## src/hw/rtl/mfvd_pkg.sv

```systemverilog
// Shared types and constants for the meter frame voltage decoder.
`default_nettype none

package mfvd_pkg;

  // Frame layout (byte positions within one frame)
  localparam int unsigned IDX_W = 5;
  localparam logic [IDX_W-1:0] FRAME_LEN        = 5'd24;
  localparam logic [IDX_W-1:0] POS_STATUS       = 5'd0;
  localparam logic [IDX_W-1:0] POS_SUM_FIRST    = 5'd2;
  localparam logic [IDX_W-1:0] POS_SUM_LAST     = 5'd22;
  localparam logic [IDX_W-1:0] POS_PARAM_FIRST  = 5'd2;
  localparam logic [IDX_W-1:0] POS_PARAM_LAST   = 5'd4;
  localparam logic [IDX_W-1:0] POS_REG_FIRST    = 5'd5;
  localparam logic [IDX_W-1:0] POS_REG_LAST     = 5'd7;
  localparam logic [IDX_W-1:0] POS_UPDATE       = 5'd20;
  localparam logic [IDX_W-1:0] POS_CHECKSUM     = 5'd23;

  // Status byte acceptance and update flag
  localparam logic [7:0] STAT_REJECT    = 8'hAA;
  localparam logic [7:0] STAT_ACCEPT    = 8'h55;
  localparam logic [7:0] STAT_MASK      = 8'hF9;
  localparam logic [7:0] STAT_MATCH     = 8'hF0;
  localparam int unsigned UPDATE_BIT    = 6;

  localparam logic [7:0] SCALE_RESET    = 8'd3;

  // Result status codes
  localparam logic [2:0] FS_UPDATED   = 3'd0;
  localparam logic [2:0] FS_SHORT     = 3'd1;
  localparam logic [2:0] FS_BAD_SUM   = 3'd2;
  localparam logic [2:0] FS_REJECTED  = 3'd3;
  localparam logic [2:0] FS_NO_UPDATE = 3'd4;
  localparam logic [2:0] FS_ZERO_DIV  = 3'd5;

  // Serial divide / multiply unit
  localparam int unsigned WORD_W    = 24;
  localparam int unsigned VOLT_W    = 16;
  localparam int unsigned SCALE_W   = 8;
  localparam int unsigned DM_CNT_W  = 5;
  localparam logic [DM_CNT_W-1:0] DIV_LAST = 5'd23;
  localparam logic [DM_CNT_W-1:0] MUL_LAST = 5'd7;

  typedef enum logic [1:0] {
    ST_RECV,
    ST_CHECK,
    ST_CALC,
    ST_EMIT
  } top_state_t;

  typedef enum logic [1:0] {
    DM_IDLE,
    DM_DIV,
    DM_MUL
  } dm_state_t;

  typedef struct packed {
    logic              done;
    logic [VOLT_W-1:0] product;
  } mfvd_res_t;

endpackage

`default_nettype wire

```

## src/hw/rtl/mfvd_divmul.sv

```systemverilog
// Bit-serial 24-bit restoring divider followed by a shift-add scale multiply.
`default_nettype none

module mfvd_divmul (
  input  wire logic                      clk,
  input  wire logic                      rst_n,
  input  wire logic                      start,
  input  wire logic [23:0]               dividend,
  input  wire logic [23:0]               divisor,
  input  wire logic [7:0]                scale,
  output      mfvd_pkg::mfvd_res_t       res
);
  import mfvd_pkg::*;

  dm_state_t             dm_state_r, dm_state_nxt;
  logic [DM_CNT_W-1:0]   cnt_r, cnt_nxt;
  logic                  done_r, done_nxt;
  logic [WORD_W-1:0]     rem_r, rem_nxt;
  logic [WORD_W-1:0]     qr_r, qr_nxt;
  logic [WORD_W-1:0]     dsr_r, dsr_nxt;
  logic [VOLT_W-1:0]     mcand_r, mcand_nxt;
  logic [SCALE_W-1:0]    mult_r, mult_nxt;
  logic [VOLT_W-1:0]     acc_r, acc_nxt;
  logic [WORD_W:0]       trial;
  logic [WORD_W:0]       diff;

  // one quotient bit per cycle: shift in next dividend bit, trial subtract
  assign trial = {rem_r, qr_r[WORD_W-1]};
  assign diff  = trial - {1'b0, dsr_r};

  always_comb begin
    dm_state_nxt = dm_state_r;
    cnt_nxt      = cnt_r;
    done_nxt     = 1'b0;
    rem_nxt      = rem_r;
    qr_nxt       = qr_r;
    dsr_nxt      = dsr_r;
    mcand_nxt    = mcand_r;
    mult_nxt     = mult_r;
    acc_nxt      = acc_r;
    case (dm_state_r)
      DM_IDLE: begin
        if (start) begin
          rem_nxt      = '0;
          qr_nxt       = dividend;
          dsr_nxt      = divisor;
          mult_nxt     = scale;
          cnt_nxt      = DIV_LAST;
          dm_state_nxt = DM_DIV;
        end
      end
      DM_DIV: begin
        if (!diff[WORD_W]) begin
          rem_nxt = diff[WORD_W-1:0];
        end else begin
          rem_nxt = trial[WORD_W-1:0];
        end
        qr_nxt = {qr_r[WORD_W-2:0], !diff[WORD_W]};
        if (cnt_r == '0) begin
          // quotient wraps to 16 bits before scaling
          mcand_nxt    = qr_nxt[VOLT_W-1:0];
          acc_nxt      = '0;
          cnt_nxt      = MUL_LAST;
          dm_state_nxt = DM_MUL;
        end else begin
          cnt_nxt = cnt_r - 1'b1;
        end
      end
      DM_MUL: begin
        // scale bits LSB first, product wraps to 16 bits
        if (mult_r[0]) begin
          acc_nxt = acc_r + mcand_r;
        end
        mcand_nxt = {mcand_r[VOLT_W-2:0], 1'b0};
        mult_nxt  = {1'b0, mult_r[SCALE_W-1:1]};
        if (cnt_r == '0) begin
          done_nxt     = 1'b1;
          dm_state_nxt = DM_IDLE;
        end else begin
          cnt_nxt = cnt_r - 1'b1;
        end
      end
      default: begin
        dm_state_nxt = DM_IDLE;
      end
    endcase
  end

  always_ff @(posedge clk) begin
    if (!rst_n) begin
      dm_state_r <= DM_IDLE;
      cnt_r      <= '0;
      done_r     <= 1'b0;
    end else begin
      dm_state_r <= dm_state_nxt;
      cnt_r      <= cnt_nxt;
      done_r     <= done_nxt;
    end
  end

  // datapath, no reset needed
  always_ff @(posedge clk) begin
    rem_r   <= rem_nxt;
    qr_r    <= qr_nxt;
    dsr_r   <= dsr_nxt;
    mcand_r <= mcand_nxt;
    mult_r  <= mult_nxt;
    acc_r   <= acc_nxt;
  end

  assign res.done    = done_r;
  assign res.product = acc_r;

endmodule

`default_nettype wire

```

## src/hw/rtl/meter_frame_voltage_decoder.sv

```systemverilog
// Top level: frame byte capture, frame checks and voltage result register.
//
//   channel  | ports                                   | dir
//   ---------+-----------------------------------------+-----
//   in       | in_valid in_ready in_rx_byte in_frame_end | in
//   out      | out_valid out_ready out_voltage out_frame_status | out
//   cfg      | cfg_wr_en cfg_wr_data (voltage_scale)   | in
//
// Each byte is taken in a cycle with in_valid and in_ready both high. The result of
// a frame that is not updated is loaded from the check state; an updated frame goes
// through the check state, the serial divider, the serial scale multiplier and emit.
// in_ready is low from a frame-end transaction until its result is loaded
// into the output register; a pending result blocks only the next result.
// Reset is synchronous, active low; stored voltage clears, scale becomes 3.
`default_nettype none

module meter_frame_voltage_decoder (
  input  wire logic        clk,
  input  wire logic        rst_n,
  input  wire logic        in_valid,
  output      logic        in_ready,
  input  wire logic [7:0]  in_rx_byte,
  input  wire logic        in_frame_end,
  output      logic        out_valid,
  input  wire logic        out_ready,
  output      logic [15:0] out_voltage,
  output      logic [2:0]  out_frame_status,
  input  wire logic        cfg_wr_en,
  input  wire logic [7:0]  cfg_wr_data
);
  import mfvd_pkg::*;

  top_state_t          state_r, state_nxt;
  logic [IDX_W-1:0]    idx_r, idx_nxt;
  logic [7:0]          sum_r, sum_nxt;
  logic [7:0]          stat_r, stat_nxt;
  logic [WORD_W-1:0]   param_r, param_nxt;
  logic [WORD_W-1:0]   vreg_r, vreg_nxt;
  logic [7:0]          upd_r, upd_nxt;
  logic [7:0]          chk_r, chk_nxt;
  logic [VOLT_W-1:0]   voltage_r, voltage_nxt;
  logic [7:0]          scale_r;
  logic                out_valid_r, out_valid_nxt;
  logic [VOLT_W-1:0]   out_voltage_r, out_voltage_nxt;
  logic [2:0]          out_status_r, out_status_nxt;
  logic [2:0]          chk_code;
  logic                stat_ok;
  logic                slot_free;
  logic                dm_start;
  mfvd_res_t           dm_res;

  mfvd_divmul u_divmul (
    .clk      (clk),
    .rst_n    (rst_n),
    .start    (dm_start),
    .dividend (param_r),
    .divisor  (vreg_r),
    .scale    (scale_r),
    .res      (dm_res)
  );

  assign slot_free = !out_valid_r || out_ready;

  // frame checks, first failure wins
  assign stat_ok = (stat_r != STAT_REJECT) &&
                   ((stat_r == STAT_ACCEPT) || ((stat_r & STAT_MASK) == STAT_MATCH));

  always_comb begin
    if (idx_r < FRAME_LEN) begin
      chk_code = FS_SHORT;
    end else if (sum_r != chk_r) begin
      chk_code = FS_BAD_SUM;
    end else if (!stat_ok) begin
      chk_code = FS_REJECTED;
    end else if (!upd_r[UPDATE_BIT]) begin
      chk_code = FS_NO_UPDATE;
    end else if (vreg_r == '0) begin
      chk_code = FS_ZERO_DIV;
    end else begin
      chk_code = FS_UPDATED;
    end
  end

  // next state, byte capture and result loading
  always_comb begin
    state_nxt       = state_r;
    idx_nxt         = idx_r;
    sum_nxt         = sum_r;
    stat_nxt        = stat_r;
    param_nxt       = param_r;
    vreg_nxt        = vreg_r;
    upd_nxt         = upd_r;
    chk_nxt         = chk_r;
    voltage_nxt     = voltage_r;
    out_voltage_nxt = out_voltage_r;
    out_status_nxt  = out_status_r;
    out_valid_nxt   = out_valid_r && !out_ready;
    in_ready        = 1'b0;
    dm_start        = 1'b0;
    case (state_r)
      ST_RECV: begin
        in_ready = 1'b1;
        if (in_valid) begin
          // bytes past the frame length are dropped
          if (idx_r < FRAME_LEN) begin
            idx_nxt = idx_r + 1'b1;
            if (idx_r >= POS_SUM_FIRST && idx_r <= POS_SUM_LAST) begin
              sum_nxt = sum_r + in_rx_byte;
            end
            case (idx_r) inside
              POS_STATUS: begin
                stat_nxt = in_rx_byte;
              end
              [POS_PARAM_FIRST:POS_PARAM_LAST]: begin
                param_nxt = {param_r[WORD_W-9:0], in_rx_byte};
              end
              [POS_REG_FIRST:POS_REG_LAST]: begin
                vreg_nxt = {vreg_r[WORD_W-9:0], in_rx_byte};
              end
              POS_UPDATE: begin
                upd_nxt = in_rx_byte;
              end
              POS_CHECKSUM: begin
                chk_nxt = in_rx_byte;
              end
              default: begin
              end
            endcase
          end
          if (in_frame_end) begin
            state_nxt = ST_CHECK;
          end
        end
      end
      ST_CHECK: begin
        if (chk_code == FS_UPDATED) begin
          dm_start  = 1'b1;
          idx_nxt   = '0;
          sum_nxt   = '0;
          state_nxt = ST_CALC;
        end else if (slot_free) begin
          out_valid_nxt   = 1'b1;
          out_voltage_nxt = voltage_r;
          out_status_nxt  = chk_code;
          idx_nxt         = '0;
          sum_nxt         = '0;
          state_nxt       = ST_RECV;
        end
      end
      ST_CALC: begin
        if (dm_res.done) begin
          state_nxt = ST_EMIT;
        end
      end
      ST_EMIT: begin
        if (slot_free) begin
          voltage_nxt     = dm_res.product;
          out_valid_nxt   = 1'b1;
          out_voltage_nxt = dm_res.product;
          out_status_nxt  = FS_UPDATED;
          state_nxt       = ST_RECV;
        end
      end
      default: begin
        state_nxt = ST_RECV;
      end
    endcase
  end

  always_ff @(posedge clk) begin
    if (!rst_n) begin
      state_r     <= ST_RECV;
      idx_r       <= '0;
      sum_r       <= '0;
      voltage_r   <= '0;
      scale_r     <= SCALE_RESET;
      out_valid_r <= 1'b0;
    end else begin
      state_r     <= state_nxt;
      idx_r       <= idx_nxt;
      sum_r       <= sum_nxt;
      voltage_r   <= voltage_nxt;
      out_valid_r <= out_valid_nxt;
      if (cfg_wr_en) begin
        scale_r <= cfg_wr_data;
      end
    end
  end

  // captured frame bytes and result payload
  always_ff @(posedge clk) begin
    stat_r        <= stat_nxt;
    param_r       <= param_nxt;
    vreg_r        <= vreg_nxt;
    upd_r         <= upd_nxt;
    chk_r         <= chk_nxt;
    out_voltage_r <= out_voltage_nxt;
    out_status_r  <= out_status_nxt;
  end

  assign out_valid        = out_valid_r;
  assign out_voltage      = out_voltage_r;
  assign out_frame_status = out_status_r;

`ifndef SYNTH
  // a pending result always shows the stored voltage
  a_out_matches_store: assert property (@(posedge clk) disable iff (!rst_n)
    out_valid_r |-> (out_voltage_r == voltage_r))
    else $error("pending result voltage differs from stored voltage");

  // byte counter saturates at the frame length
  a_idx_bound: assert property (@(posedge clk) disable iff (!rst_n)
    idx_r <= FRAME_LEN)
    else $error("byte index past frame length");

  // serial unit finishes only while a calculation is pending
  a_done_in_calc: assert property (@(posedge clk) disable iff (!rst_n)
    dm_res.done |-> (state_r == ST_CALC))
    else $error("divide/multiply done outside calculation");

  // a frame-end transaction closes the input until its result is loaded
  a_end_blocks_input: assert property (@(posedge clk) disable iff (!rst_n)
    (in_valid && in_ready && in_frame_end) |=> !in_ready)
    else $error("input accepted right after frame end");

  // an update result is only loaded from the serial unit's product
  a_update_source: assert property (@(posedge clk) disable iff (!rst_n)
    (out_valid_nxt && !out_valid_r && (out_status_nxt == FS_UPDATED)) |->
      (state_r == ST_EMIT))
    else $error("update status loaded outside emit");
`endif

endmodule

`default_nettype wire

```

## config.mk

```make
export PLATFORM = sky130hd
export DESIGN_NAME = meter_frame_voltage_decoder
export DESIGN_NICKNAME = d
export VERILOG_FILES = /design/src/hw/rtl/mfvd_pkg.sv /design/src/hw/rtl/mfvd_divmul.sv /design/src/hw/rtl/meter_frame_voltage_decoder.sv
export SDC_FILE = /design/constraint.sdc
export NUM_CORES = 1
export LEC_CHECK = 0
export BUFFER_PORTS_ARGS = -buffer_cell sky130_fd_sc_hd__buf_2
export CAP_MARGIN = 20
export CORE_AREA = 2 2 146 176
export CTS_CLUSTER_DIAMETER = 200
export CTS_CLUSTER_SIZE = 10
export DETAILED_ROUTE_END_ITERATION = 8
export DIE_AREA = 0 0 148 178
export PLACE_DENSITY = 0.71
export RECOVER_POWER = 50
export SLEW_MARGIN = 20
export SYNTH_ARGS = -nofsm -noshare
export SYNTH_HDL_FRONTEND = slang
export SYNTH_HIERARCHICAL = 1
export SYNTH_SLANG_ARGS = --single-unit
export TNS_END_PERCENT = 30
```

## constraint.sdc

```tcl
create_clock -name clk -period 5.5 [get_ports clk]
set_input_delay 0.55 -clock clk [delete_from_list [all_inputs] [get_ports clk]]
set_output_delay 0.55 -clock clk [all_outputs]
set_load 0.02 [all_outputs]
```

# Word level (Yosys, flattened, before mapping)
# Cells that the tools add are included.
[op_classes]
add_sub_neg = 5
magnitude_cmp = 6
n_eq_ne = 25
n_mux = 57
n_bitwise = 4
n_reduce_logical = 40
[ops]
columns = ["operator", "count"]
rows = [
  ["2-to-1 mux 16 bit", 6],
  ["one-hot mux 16 bit (2 select lines)", 3],
  ["one-hot mux 24 bit (2 select lines)", 2],
  ["2-to-1 mux 24 bit", 3],
  ["2-to-1 mux 8 bit", 6],
  ["2-to-1 mux 5 bit", 7],
  ["one-hot mux 8 bit (2 select lines)", 2],
  ["subtractor 25 x 24 -> 25 bit", 1],
  ["logical NOT 24 bit", 1],
  ["2-to-1 mux 3 bit", 8],
  ["!= test 2 bit, second input constant", 9],
  ["adder 16 bit", 1],
  ["2-to-1 mux 2 bit", 8],
  ["one-hot mux 5 bit (3 select lines)", 1],
  ["AND reduction 2 bit", 6],
  ["AND reduction 3 bit", 4],
  ["AND reduction 4 bit", 3],
  ["equality test 5 bit, second input constant", 2],
  ["less-or-equal comparator 5 x 3 -> 1 bit, second input constant", 2],
  ["logical NOT 5 bit", 2],
  ["one-hot mux 5 bit (2 select lines)", 1],
  ["AND reduction 5 bit", 2],
  ["nonzero test 2 bit", 5],
  ["adder 8 bit", 1],
  ["other kinds (29)", 51],
]
[totals]
ff_bits = 250
out_inout_bits = 21

# Longest topological paths before layout
[depth]
word_depth = 11
ltp_mapped = 12
ltp_nobuf = 11

# Modules after synthesis
# Netlist, hierarchy kept.
[modules_own_cells]
columns = ["mod", "n_inst", "cells_each", "area_each_um2", "seq_area_each_um2"]
rows = [
  ["mfvd_divmul", 1, 607, 6976.7, 3523.4],
  ["meter_frame_voltage_decoder", 1, 385, 4926.0, 3323.2],
]

# Least setup slack after synthesis
# Ideal clock, no wire load.
[synth_path]
path_type = "register to register"
from = "register u_divmul.dm_state_r[1]"
to = "register u_divmul.qr_r[0], enable pin"
setup_ns = 0.520
arrival_time_ns = 4.167
setup_slack_ns = 0.813
path_stages_with_launch = 5
path_buffers = 0
synth_period_minus_slack_ns = 4.687
cell_sequence = "dfxtp_1 > inv_1 > ha_1 > clkinv_1 > o21ai_0"
[synth_between]
elab_chain_cells = 3
word_cells_on_any_way = 5
classes_between = "eq/ne (2); reduce/logical (3)"
[synth_rtl]
columns = ["element", "line_no", "source"]
rows = [
  ["start, declared", "mfvd_divmul.sv:15", "dm_state_t dm_state_r, dm_state_nxt;"],
  ["start signal, assigned", "mfvd_divmul.sv:95", "dm_state_r <= dm_state_nxt;"],
  ["equality test 2 x 1 -> 1 bit / logical NOT 2 bit (equally long branches)", "mfvd_divmul.sv:41", "case (dm_state_r)"],
  ["nonzero test 2 bit (no line) / != test 2 bit (equally long branches)", "-", ""],
  ["AND reduction 2 bit (no line) (*)", "-", ""],
  ["end signal, assigned", "mfvd_divmul.sv:104", "qr_r <= qr_nxt;"],
  ["end, declared", "mfvd_divmul.sv:19", "logic [WORD_W-1:0] qr_r, qr_nxt;"],
]
# Every way passes the cells marked *; elsewhere a longest branch is shown, timed or not.
# A chain may end at the register's enable or synchronous reset.

# Final worst setup path
[layout_path]
from = "register u_divmul.dm_state_r[1]"
to = "register u_divmul.rem_r[4], enable pin"
[layout_between]
elab_chain_cells = 3
word_cells_on_any_way = 5
classes_between = "eq/ne (2); reduce/logical (3)"
[layout_rtl]
columns = ["element", "line_no", "source"]
rows = [
  ["equality test 2 x 1 -> 1 bit / logical NOT 2 bit (equally long branches)", "mfvd_divmul.sv:41", ""],
  ["nonzero test 2 bit (no line) / != test 2 bit (equally long branches)", "-", ""],
  ["AND reduction 2 bit (no line) (*)", "-", ""],
  ["end signal, assigned", "mfvd_divmul.sv:103", "rem_r <= rem_nxt;"],
  ["end, declared", "mfvd_divmul.sv:18", "logic [WORD_W-1:0] rem_r, rem_nxt;"],
]
# Marked as above.

==> out/qor.yml <==
placement:
  place_congestion: 0.8699
  dp.cells: 1336
  port-buffer-count: 42
  detailedPlace.worstSlack_ns: 1.721
  dp_hpwl_mm: 15.79
  post_dp_cell_area_sq_um: 12440
setup_path:
  worst_setup_path_end_kind: "flop"
  worst_ep_arrival_time_ns: 4.39
  r2r_setup_slack_ns: 1.26
  r2r-end: "u_divmul/rem_r[4]"
  critPathLaunchType: "flop"
  cp_num_buf_inv: 4
  timing.rr.start: "u_divmul/dm_state_r[1]"
  cpMaxStageDelayCell: "clkinv_1"
  crit_end: "u_divmul/rem_r[4]"
  path_cells: "inv_1, ha_1, clkbuf_1, clkinv_1, o21ai_4, buf_4"
  cpPeakStageDelay_ns: 1.09
  cp-startpoint: "u_divmul/dm_state_r[1]"
  cp_max_fo: 48
  rr_worst_depth: 6
  crit_required_ns: 5.65
  cp_top_family: "buffers and inverters"
  crit_cells: 6
  path_class: "reg -> reg"
die:
  die_w_microns: 148
  coreArea_sq_um: 24590
  start_util_pct: 48.40
  rows: 63
  ios: 43
  die_y_microns: 178
  fp.dieArea_sq_um: 26340
global_route:
  antenna_found_initial: 0
  grt_pass1_vias: 7366
  overflow: 0
  track_usage_pct: 17.14
  grt_pass1_wl_mm: 36.77
  grt_max_degree: 49
layout:
  drive_gt1_share_pct: 11.65
  insertedDiodeCount: 0
  fill_cells: 2087
  final_cells: 1389
  area_delta_synth_final_pct: 10.88
  fin_area_sq_um: 13200
  fin_nets: 1120
synthesis:
  syn_area_sq_um: 11900
  netlist_instances: 992
  yosys-top-cells-count: "edfxtp_1 (196), nor2_1 (82), a21oi_1 (78), nand2_1 (73), mux2_2 (62)"
  synth_area_leader_cell: "edfxtp_1"
  ys_seq_elements: 244
  synthTopCellsByArea: "edfxtp_1 (49%), dfxtp_1 (8.1%), mux2_2 (5.9%)"
  synth.net_count: 1070
  synth_warnings: 6
  synth.top_cell.area_share_pct: 49.45
  synth_edf_count: 196
  yosysSeqAreaShare_pct: 57.52
  ys_types: 72
  postSynthAreaPerCell_sq_um: 12.00
  synth_most_common_cell: "edfxtp_1"
  postSynth.asyncResetShare_pct: 0
  synth_ff_type: "edfxtp_1"
timing:
  setup_viol: 0
  slew-limit-headroom_pct: 16.30
  rsz0062_at_grt: "false"
  fin_skew_ns: 0.02294
  period_needed_ns: 4.240
  hold_violations: 0
  fin_tns_setup_ns: 0
  slew_viol_final: 0
  finalWorstSetupSlack_ns: 1.260
  fin_crit_sh_pct: 77.08
  fmax_ghz: 0.2359
  max_slew.worst_pin.slew_ns: 1.248
route:
  dr.pass1.iters: 4
  drt-initial-drc-count: 542
  wl_met1_mm: 10.34
  wl_met3_microns: 710
  route.met2.wl_mm: 11.35
  wire_per_inst_microns: 16.53
  drc: 0
  dr_total_vias: 7622
  top_layer: "met4"
  vias_per_cell: 5.487
  antenna_left: 0
  drt_wl_total_mm: 22.96
power_and_ir_drop:
  finalPower_uw: 3777
  comb_power_share_pct: 3.1
  p_leak_uw: 0.004630
  swShare_pct: 20.76
  p_switching_uw: 783.9
  power_density_nw_per_um2: 286.2
  internal-power_uw: 2993
  pwr-share-seq_pct: 53.3
  clkPwrFrac_pct: 43.6
  vdd_drop_max_v: 0.0002365
clock_network:
  worstSkewPairLatency_ns: 0.54
  cts_resized: 0
  cts.sinks: 244
  cts_tree: "built"
  clk_pin_slew_ns: 0.06
  cts.path.max_buffers: 3
  cts_setup_buffers: 0
  root_buffer: "clkbuf_16"
  htree_levels: 1
  cts_inserted_buffers: 28
  postCtsHoldBufs: 0
worst_hold_path:
  min_path_type: "in -> reg"
status:
  status: "completed"
job:
  drv_cap: 0
## metrics by stage
stage / util [%] / hold WS [ns]
6_report: 53.66 / 0.2311
3_3_place_gp: 50.59 / 0.4340
5_1_grt: 53.66 / 0.2385
3_5_place_dp: 50.59 / 0.4358
2_1_floorplan: - / 0.4222
4_1_cts: 53.88 / 0.2118
## power groups by stage
stage / Sequential (uW) / Clock (uW) / Combinational [uW]
after floorplan: 2050 / 0 / 72.6
after global placement: 2050 / 0 / 117
after detailed placement: 2050 / 0 / 120
after CTS: 2010 / 1690 / 120
after global routing: 2010 / 1750 / 127
final: 2010 / 1650 / 117
## kinds of logic (layout without fill, tap and decap cells)
family / count (synthesis) / in the layout / share of synthesized area [%]
compound gates: 200 / 200 / 10.87
xor+xnor: 40 / 40 / 2.943
fa+ha+maj: 56 / 56 / 6.076
buf+inv: 80 / 152 / 2.943
flops: 244 / 244 / 57.52
mux: 89 / 89 / 8.136
simple gates: 283 / 283 / 11.51
## worst reg2reg max path, stage by stage (launching register included)
cell and delay (ns):
dfxtp_1 0.33, inv_1 0.10, ha_1 0.57, clkbuf_1 0.75
clkinv_1 1.09, o21ai_4 0.41, buf_4 0.58
## metal layers
layer  vias up  track usage, %
met5         -               0
met4         0           5.595
met3        39           2.046
met2       156           30.54
met1      3659           21.79
li1       3768               -
## worst min-delay path by stage
| stage | depth (start not counted) | end | startpoint |
|---|---|---|---|
| final | 3 | scale_r[1] | cfg_wr_data[1] |
| after global routing | 3 | scale_r[1] | cfg_wr_data[1] |
| after CTS | 3 | scale_r[1] | cfg_wr_data[1] |
| after detailed placement | 0 | u_divmul/dsr_r[22] | vreg_r[22] |
| after global placement | 0 | param_r[8] | param_r[0] |
| after floorplan | 0 | param_r[10] | param_r[2] |
## registers in the layout, indices dropped and copies added (netlist names), 16 cells and up
name and flops:
u_divmul/acc_r 16, u_divmul/mcand_r 16, u_divmul/rem_r 24, out_voltage 16
u_divmul/dsr_r 24, voltage_r 16, u_divmul/qr_r 24, vreg_r 24
param_r 24
## layout by cell type, fill, tap and decap left out, drive strengths merged, types with 6 or more instances in the layout
master    n
nand3    17
nor3     25
nor2     83
or3       9
o21bai    7
a21o     15
xor2     13
mux2i    27
clkbuf   87
nand2    73
o21ai    35
buf      14
inv      47
a211oi    6
ha       53
edfxtp  196
a31oi     9
and2     10
xnor2    27
a21oi    78
nor4      9
dfxtp    48
nand4    10
o21a     11
nand2b   17
mux2     62
nor2b     7
## final cells by class
class | instances | area (sq um) | share of cell area [%]
inverters | 49 | 183.9 | 1.394
well taps | 325 | 406.6 | 3.081
flip-flops and latches | 244 | 6847 | 51.88
repair buffers | 51 | 220.2 | 1.669
multi-input cells | 668 | 4732 | 35.86
clock buffers | 50 | 783.3 | 5.935
clock inverters | 2 | 25.02 | 0.1896
No activity file was read; power rests on OpenSTA's default activity.
